==> src/hdl/sdf_pkg.sv <==
package sdf_pkg;

	localparam int CoordW = 32;
	localparam int ExtW   = 31;
	localparam int OffW   = 33;   // point minus center, exact
	localparam int MagW   = 32;   // absolute offset or positive part of q
	localparam int SqW    = 66;   // sum of three squares
	localparam int RootW  = 33;
	localparam int RemW   = 35;
	localparam int NumCells = RootW;

	typedef enum logic [0:0] {
		SHAPE_SPHERE = 1'b0,
		SHAPE_BOX    = 1'b1
	} shape_t;

	typedef enum logic [2:0] {
		REG_SHAPE  = 3'd0,
		REG_CX     = 3'd1,
		REG_CY     = 3'd2,
		REG_CZ     = 3'd3,
		REG_RADIUS = 3'd4,
		REG_HX     = 3'd5,
		REG_HY     = 3'd6,
		REG_HZ     = 3'd7
	} reg_idx_t;

	// data handed from one root cell to the next
	typedef struct packed {
		logic              vld;
		logic [SqW-1:0]    rad;
		logic [RemW-1:0]   rem;
		logic [RootW-1:0]  root;
		logic signed [33:0] bias;  // -radius or min(max q, 0)
	} cell_t;

endpackage

==> src/hdl/sdf_root_cell.sv <==
module sdf_root_cell (
	input  logic          clk,
	input  logic          arst_n,
	input  logic          en,
	input  sdf_pkg::cell_t din,
	output sdf_pkg::cell_t dout
);
	import sdf_pkg::*;

	logic [RemW-1:0] rem_sh;
	logic [RemW-1:0] trial;
	logic [RemW:0]   diff;
	cell_t           nxt;

	// one restoring square-root step: consumes the top two bits of the radicand
	always_comb begin
		rem_sh = {din.rem[RemW-3:0], din.rad[SqW-1 -: 2]};
		trial  = {din.root[RemW-3:0], 2'b01};
		diff   = {1'b0, rem_sh} - {1'b0, trial};
		nxt      = din;
		nxt.rad  = {din.rad[SqW-3:0], 2'b00};
		if (!diff[RemW]) begin
			nxt.rem  = diff[RemW-1:0];
			nxt.root = {din.root[RootW-2:0], 1'b1};
		end else begin
			nxt.rem  = rem_sh;
			nxt.root = {din.root[RootW-2:0], 1'b0};
		end
	end

	always_ff @(posedge clk or negedge arst_n) begin
		if (!arst_n) begin
			dout <= '0;
		end else if (en) begin
			dout <= nxt;
		end
	end

endmodule

==> config.mk <==
export PLATFORM = sky130hd
export DESIGN_NAME = sdf_root_cell
export DESIGN_NICKNAME = d
export VERILOG_FILES = /design/src/hdl/sdf_pkg.sv /design/src/hdl/sdf_root_cell.sv
export SDC_FILE = /design/constraint.sdc
export NUM_CORES = 1
export LEC_CHECK = 0
export BUFFER_PORTS_ARGS = -buffer_cell sky130_fd_sc_hd__buf_2
export CORE_MARGIN = 2
export CORE_UTILIZATION = 46
export DETAILED_ROUTE_END_ITERATION = 7
export PLACE_DENSITY = 0.78
export RECOVER_POWER = 100
export SKIP_CTS_REPAIR_TIMING = 1
export SYNTH_ARGS = -nofsm -noshare
export SYNTH_HDL_FRONTEND = slang
export SYNTH_SLANG_ARGS = --single-unit
==> constraint.sdc <==
create_clock -name clk -period 0.8 [get_ports clk]
set_input_delay 0.16 -clock clk [delete_from_list [all_inputs] [get_ports clk]]
set_output_delay 0.16 -clock clk [all_outputs]
set_load 0.03 [all_outputs]
# Word-level counts from Yosys, hierarchy flattened

Index checks and enable logic that the tools add are counted.

RAM bits: 0
Memories: 0
Input port bits: 172
Latch bits: 0
Register bits after elaboration: 167
Memory bits (read-only): 0
Word-level logic and storage cells: 7

Shift-type cells: 0
Bitwise operators: 0
Reductions and logical operators: 0
Muxes and demuxes: 1
Equality and inequality tests: 0
Div/mod/pow operators: 0
Multiply operators: 0
Add/subtract/negate cells: 1
Magnitude comparators: 0

Operator list:

| operator         | count |
|---|---|
| $mux W68         | 1 |
| $sub A35 B35 Y36 | 1 |

# Longest topological paths before layout

Gate-level depths: netlist (run 1).

Word-level depth: 2
Mapped depth: 15

# Worst setup path after synthesis (run 1)

OpenSTA, ideal clock, no wires.

Path type: in2reg
Start point: input din[34] (netlist name)
End point: register dout[77] (netlist name)
Setup time: 0.125 ns
Path slack: -1.980 ns
Data arrival time: 2.655 ns
Cell stages on the path: 12
Data required time: 0.675 ns
Cell sequence: inv_1 > ha_1 > o21a_1 > o211a_1 > o311a_1 > o31a_1 > a31oi_1 > o21bai_1 > o31a_1 > buf_6 > mux2_4 > mux2_2

Longest elaborated chain between the ends: 2

Ends and longest elaborated chain:

| item                 | RTL line            | RTL |
|---|---|---|
| start, declared      | sdf_root_cell.sv:5  | `input sdf_pkg::cell_t din,` |
| $sub A35 B35 Y36     | sdf_root_cell.sv:19 | `diff = {1'b0, rem_sh} - {1'b0, trial};` |
| $mux W68             | sdf_root_cell.sv:22 | `if (!diff[RemW]) begin` |
| end signal, assigned | sdf_root_cell.sv:35 | `dout <= nxt;` |
| end, declared        | sdf_root_cell.sv:6  | `output sdf_pkg::cell_t dout` |

Every way passes these cells.
A chain may end at the register's enable or synchronous reset.

# Worst setup path after layout (run 1)

Start point: input din[67] (netlist name)
End point: register dout[99] (netlist name)

The elaborated chain is that of the path after synthesis.

==> results of run 1 <==
## stage by stage
stage                     total power [W]  hold slack, ps
after floorplan                    0.0154            -136
after global placement             0.0184            8.67
after detailed placement           0.0186            10.9
after CTS                          0.0270            -458
after global routing               0.0321            5.38
final                              0.0311           -6.87
## per-layer routing
layer | global-route usage | routed length, um | vias to the layer above
met2 | 0.492 | 20100 | 699
li1 | - | - | 4093
met1 | 0.330 | 14600 | 4768
met4 | 0.122 | 3140 | 0
met5 | 0 | 0 | -
met3 | 0.0477 | 3140 | 219
## power by group
group	leakage (nW)	switching (W)	internal [W]	total [W]
Combinational	5.86	0.00612	0.00605	0.0122
Clock	0.297	0.00431	0.00425	0.00856
Sequential	1.92	0.000952	0.00944	0.0104
Total	8.07	0.0114	0.0197	0.0311
## synthesized netlist by cell type, drive strengths merged, types with 4 or more instances
cell    instances
dfrtp         167
a21oi          46
nor3            4
clkbuf         32
nand3          10
buf             8
nor2           49
o21a            6
a31oi          26
xor2           11
nor2b           4
mux2          133
xnor2          21
o211ai          5
o21bai          6
nand2b          5
inv            49
o21ai          27
ha             34
nand2          76
nand4           6
a21o           10
## area by class of cell
class                           instances  area, um2  share of cell area
Inverter                               50        208              0.0129
Timing Repair Buffer                  718       6130               0.382
Clock inverter                         15        183              0.0114
Multi-Input combinational cell        517       4600               0.287
Clock buffer                           17        425              0.0265
Sequential cell                       167       4220               0.263
Antenna cell                            4       10.0            0.000623
Tap cell                              229        287              0.0178
## worst max-delay path: cells and delay by family
family,cells,cell delay [ps]
buffers and inverters,2,230
AO/OA/AOI/OAI,7,1570
adder cells (fa/ha/maj),1,270
XOR/XNOR,1,170
AND/OR/NAND/NOR,2,430
## cell families (layout without fill, tap and decap cells)
logic type	Yosys count	count (layout)	synth area share
DFF	167	167	0.497
and+or+nand+nor	167	167	0.0859
AOI/OAI and AO/OA	149	149	0.111
muxes	133	133	0.179
buffers and inverters	90	800	0.0430
adders and majority gates	34	34	0.0506
xor gates and xnor gates	32	32	0.0333
other	1	6	0.000446
## worst max-delay path by stage
stage	slack [ps]	cells past startpoint	end
after floorplan	-1840	12	dout[77]
after global placement	-2170	13	dout[98]
after detailed placement	-2230	13	dout[96]
after CTS	-1790	13	dout[101]
after global routing	-1850	13	dout[99]
final	-1720	13	dout[99]
==> summary.txt, run 1 <==
Clocking
  – Worst skew pair latency: 440 ps
  – Root Driver: clkbuf_16
  – Num Clock Sinks: 167
  – CTS tree: built
  – Number of H-tree levels: 4
  – Worst-path clk slew: 90 ps
  – Num CTS Buffers: 17
  – Clk buf depth: 2

Synthesis
  – Post-synth cell types: 52
  – Post-synth ARST share: 1.00
  – Syn Std Cell Area: 8400 um2
  – Synth top area share: 0.497
  – Post-synth EDFFs: 0
  – Synthesized flop and latch total: about 170
  – Synth area leaders: dfrtp_1, mux2_2, ha_1
  – Seq/Total Area, Yosys: 0.497
  – Post-Syn Area per Cell: about 11 um2
  – Post-synth top area cell: dfrtp_1
  – Synth Flop Type: dfrtp_1
  – Cells after Synth: 773
  – Synth warn: 0

Setup path
  – Required time worst endpoint: around 1100 ps
  – Crit path capture type: register
  – Worst path cell trace: buf_2 -> ha_4 -> buf_4 -> nor2b_1 -> o2111ai_1 -> a21oi_1 -> a31oi_2 -> nor2_1 -> o31ai_2 -> o221a_2 -> o21ai_0 -> xnor2_1 -> o211ai_1
  – Worst setup path category: input pin to register
  – Crit path launch type: input pin
  – Worst R2R End: dout[157]
  – CP max stage cell: a21oi_1
  – R2R Setup Slk: -220 ps
  – Worst-path maximum fanout: 3
  – Worst r2r path cells: 2
  – Worst flop-to-flop path startpoint: dout[157]
  – CP arrival: 2840 ps
  – Crit-path max cell delay: 350 ps
  – Crit path launch: din[67]

Route
  – Initial DRC count: 871
  – Wire length per cell: 23.9 um
  – Pre-antenna DRT Iters: 5
  – DRT antenna net count: 0
  – Vias/cell: 5.70
  – # DRC: 0
  – Drt total wl: 41.0 mm
  – DR vias: between 9,000 and 10,000

Floorplan
  – Row Count: 49
  – Die height: 139 um
  – Die Footprint: 19,400 um2
  – Io pins: 341
  – Die Wd: 139 um
  – Initial Utilization: 0.468
  – Core area: 18,000 um2

Cells and area
  – Biggest register: dout
  – Largest registers: dout (167)
  – Most frequent cells in the layout: buf_4, buf_6, buf_2
  – Fin cells: 1,717
  – Most common library cell in the layout ignoring fill and taps: buf_4
  – Largest register FFs: approximately 170
  – Area grow syn2layout: 91.1%
  – Post-layout nets: about 1,700
  – Share of layout cells above drive strength 1: 0.565
  – Number of fill cells in the layout: 661
  – Final Instance Area: between 15,000 and 20,000 um2
  – Fin util: 0.894

Timing
  – Fin crit period: 2520 ps
  – Worst Clk Skew: 0 ps
  – Fin. Hold Viols: 2
  – Pins Over Slew Limit: 0
  – Final Cycle Share: 3.15
  – Measured slew at the worst slew-check pin: about 560 ps
  – Worst slew margin: 0.625
  – Fmax: 396 MHz
  – Setup ws final: -1720 ps
  – Unrepaired setup endpoints after global routing: true
  – Setup_tns: -146,330 ps
  – Final setup vio count: 464
  – Hold_ws: -6.87 ps

Placed design
  – Pre-CTS setup slack: -2230 ps
  – Area post-placement: 12,000 um2
  – Gpl congestion: 0.909
  – Placed cells: 1,452
  – IO buf count: 336
  – DP Wirelength: 20.6 mm

Power
  – PwrDens: 1940 nW/um2
  – Max VDD drop: 1.76 mV
  – Leak: 8.07 nW

Min path
  – Hold depth: 3
  – Hold_sp: din[78]
  – Worst hold path class: input pin to register
  – WHS Endpoint: dout[80]

Flow run
  – Max-Cap Viols: 0

Global routing
  – Congestion Overflow GR: 0
  – Initial antenna violation count: 5
  – First-pass GRT wire length: 42.3 mm
  – Largest net degree at the start of global routing: 42
  – GRT Util Overall: 0.277
  – Vias in the first global route: roughly 8,000

Run status
  – Failing checks: hold timing, setup timing
  – Status: finished with violations
Note: power is estimated with default switching activity, not from simulation.
==> inputs of run 2 (changes only) <==
- HOLD_SLACK_MARGIN: unset -> 0.08
==> run 2 against run 1 <==
The run ends with setup timing left. Setup slack got worse by 12 ps. Non-clock buffer count rose by 14. Combinational power is essentially flat. Sequential power about the same. Core utilization rose by 0.75 points. Global-route usage stayed put. Worst hold slack better by 73 ps. Critical endpoint is now dout[100]. Largest power group unchanged. Highest routed layer is now met5.
==> summary.txt, run 2 (synthesis results as in run 1) <==
Run status
  – Status: finished with violations
  – Failing checks: setup timing

Setup path
  – CP arrival: 2850 ps
  – Required time worst endpoint: between 1000 and 1500 ps
  – Crit path launch type: input pin
  – Worst setup path category: input pin to register
  – Crit path capture type: register
  – Worst-path maximum fanout: 4

Cells and area
  – Largest register FFs: 167
  – Fin cells: 1,729
  – Most frequent cells in the layout: buf_4, buf_6, buf_2
  – Largest registers: dout (167)
  – Area grow syn2layout: 92.7%
  – Share of layout cells above drive strength 1: 0.560
  – Most common library cell in the layout ignoring fill and taps: buf_4
  – Final Instance Area: 16,200 um2
  – Biggest register: dout
  – Post-layout nets: 1,691

Timing
  – Setup ws final: -1730 ps
  – Fin. Hold Viols: 0
  – Pins Over Slew Limit: 0
  – Fmax: 395 MHz
  – Fin crit period: roughly 2500 ps
  – Worst slew margin: 0.624
  – Unrepaired setup endpoints after global routing: true
  – Worst Clk Skew: 0 ps
  – Final Cycle Share: 3.17
  – Measured slew at the worst slew-check pin: about 560 ps
  – Final setup vio count: 465

Power
  – Combinational share of power: 0.393
  – Leak: between 8 and 9 nW
  – Clock power frac: 0.274
  – Sequential power share: 0.333
  – Sw frac: 0.366
  – Pint: 0.0198 W
  – PwrDens: approximately 1900 nW/um2
  – Psw: 0.0114 W
  – Max VDD drop: 1.65 mV

Clocking
  – Root Driver: clkbuf_16
  – Worst-path clk slew: 70 ps
  – Number of H-tree levels: 4
  – Clk buf depth: 2
  – Worst skew pair latency: 440 ps
  – Num CTS Buffers: 17
  – Num Clock Sinks: 167
  – CTS tree: built

Placed design
  – Gpl congestion: 0.909
  – Placed cells: 1,452
  – DP Wirelength: 20.6 mm
  – IO buf count: roughly 340
  – Area post-placement: 12,000 um2
  – Pre-CTS setup slack: -2230 ps

Route
  – Met2 WL: 20.7 mm
  – Drt total wl: 41.6 mm
  – Pre-antenna DRT Iters: 6
  – Metal3 WL: 3.16 mm
  – # DRC: 0
  – WL met1: 14.6 mm
  – Vias/cell: roughly 5.6
  – DR top layer: met5
  – Initial DRC count: ~760
  – Wire length per cell: 24.1 um
  – DR vias: 9,764
  – DRT antenna net count: 0

Min path
  – Worst hold path class: input pin to register

Floorplan
  – Die Footprint: a little under 20,000 um2
  – Core area: approximately 18,000 um2
  – Row Count: a little under 50
  – Io pins: between 300 and 400
  – Die height: 139 um
  – Die Wd: roughly 140 um
  – Initial Utilization: 0.468

Global routing
  – Congestion Overflow GR: 0
  – First-pass GRT wire length: 42.3 mm
  – Largest net degree at the start of global routing: 42
  – GRT Util Overall: 0.277
  – Initial antenna violation count: 3
  – Vias in the first global route: 7,985

Flow run
  – Max-Cap Viols: 0
[run 2: path summary, 6_finish.rpt]
kind                            depth (start not counted)  startpoint  slack, ps   endpoint
min in group asynchronous                               2      arst_n        250   dout[24]
worst min register to register                          1    dout[56]        530   dout[56]
worst min-delay path                                    3    din[167]         70   dout[68]
worst max-delay path                                   14     din[37]      -1730  dout[100]
max in group asynchronous                               3      arst_n       -170  dout[113]
worst max register to register                          2   dout[167]       -200  dout[167]
[run 2: power by group through the flow]
stage	logic (W)	registers [W]	clock network, W
6_report	0.0123	0.0104	0.00855
5_1_grt	0.0127	0.0104	0.00898
4_1_cts	0.00858	0.00999	0.00843
3_5_place_dp	0.00851	0.0101	0
3_3_place_gp	0.00836	0.0101	0
2_1_floorplan	0.00332	0.0121	0
[run 2: per-layer routing]
layer  track usage  up-vias
li1              -     4130
met5             0        -
met2         0.492      693
met3        0.0477      224
met4         0.122        2
met1         0.330     4715
[run 2: metrics by stage]
| step | utilization | TNS [ps] | hold slack [ps] | power [W] |
|---|---|---|---|---|
| floorplan | - | -86730 | -136 | 0.0154 |
| global placement | 0.666 | -102880 | 8.67 | 0.0184 |
| detailed placement | 0.666 | -106340 | 10.9 | 0.0186 |
| CTS | 0.700 | -122350 | -458 | 0.0270 |
| global route | 0.902 | -164520 | 77.4 | 0.0321 |
| finish | 0.902 | -142790 | 66.6 | 0.0312 |
[run 2: cell type report]
type	count	area, um2
diodes	2	5.00
flip-flops and latches	167	4220
well taps	229	287
clock buffers	17	425
inverters	50	208
clock inverters	15	183
repair buffers	732	6270
fillers	620	1770
multi-input cells	517	4600
[run 2: critical path, stage by stage]
cell	delay, ps
buf_2	90
inv_1	40
ha_1	350
o21ai_0	330
nand2b_1	130
o311a_4	150
buf_4	150
o41ai_4	230
o31a_2	210
nor3b_2	60
a211oi_2	310
nor4bb_1	380
or3_1	180
o211ai_1	80
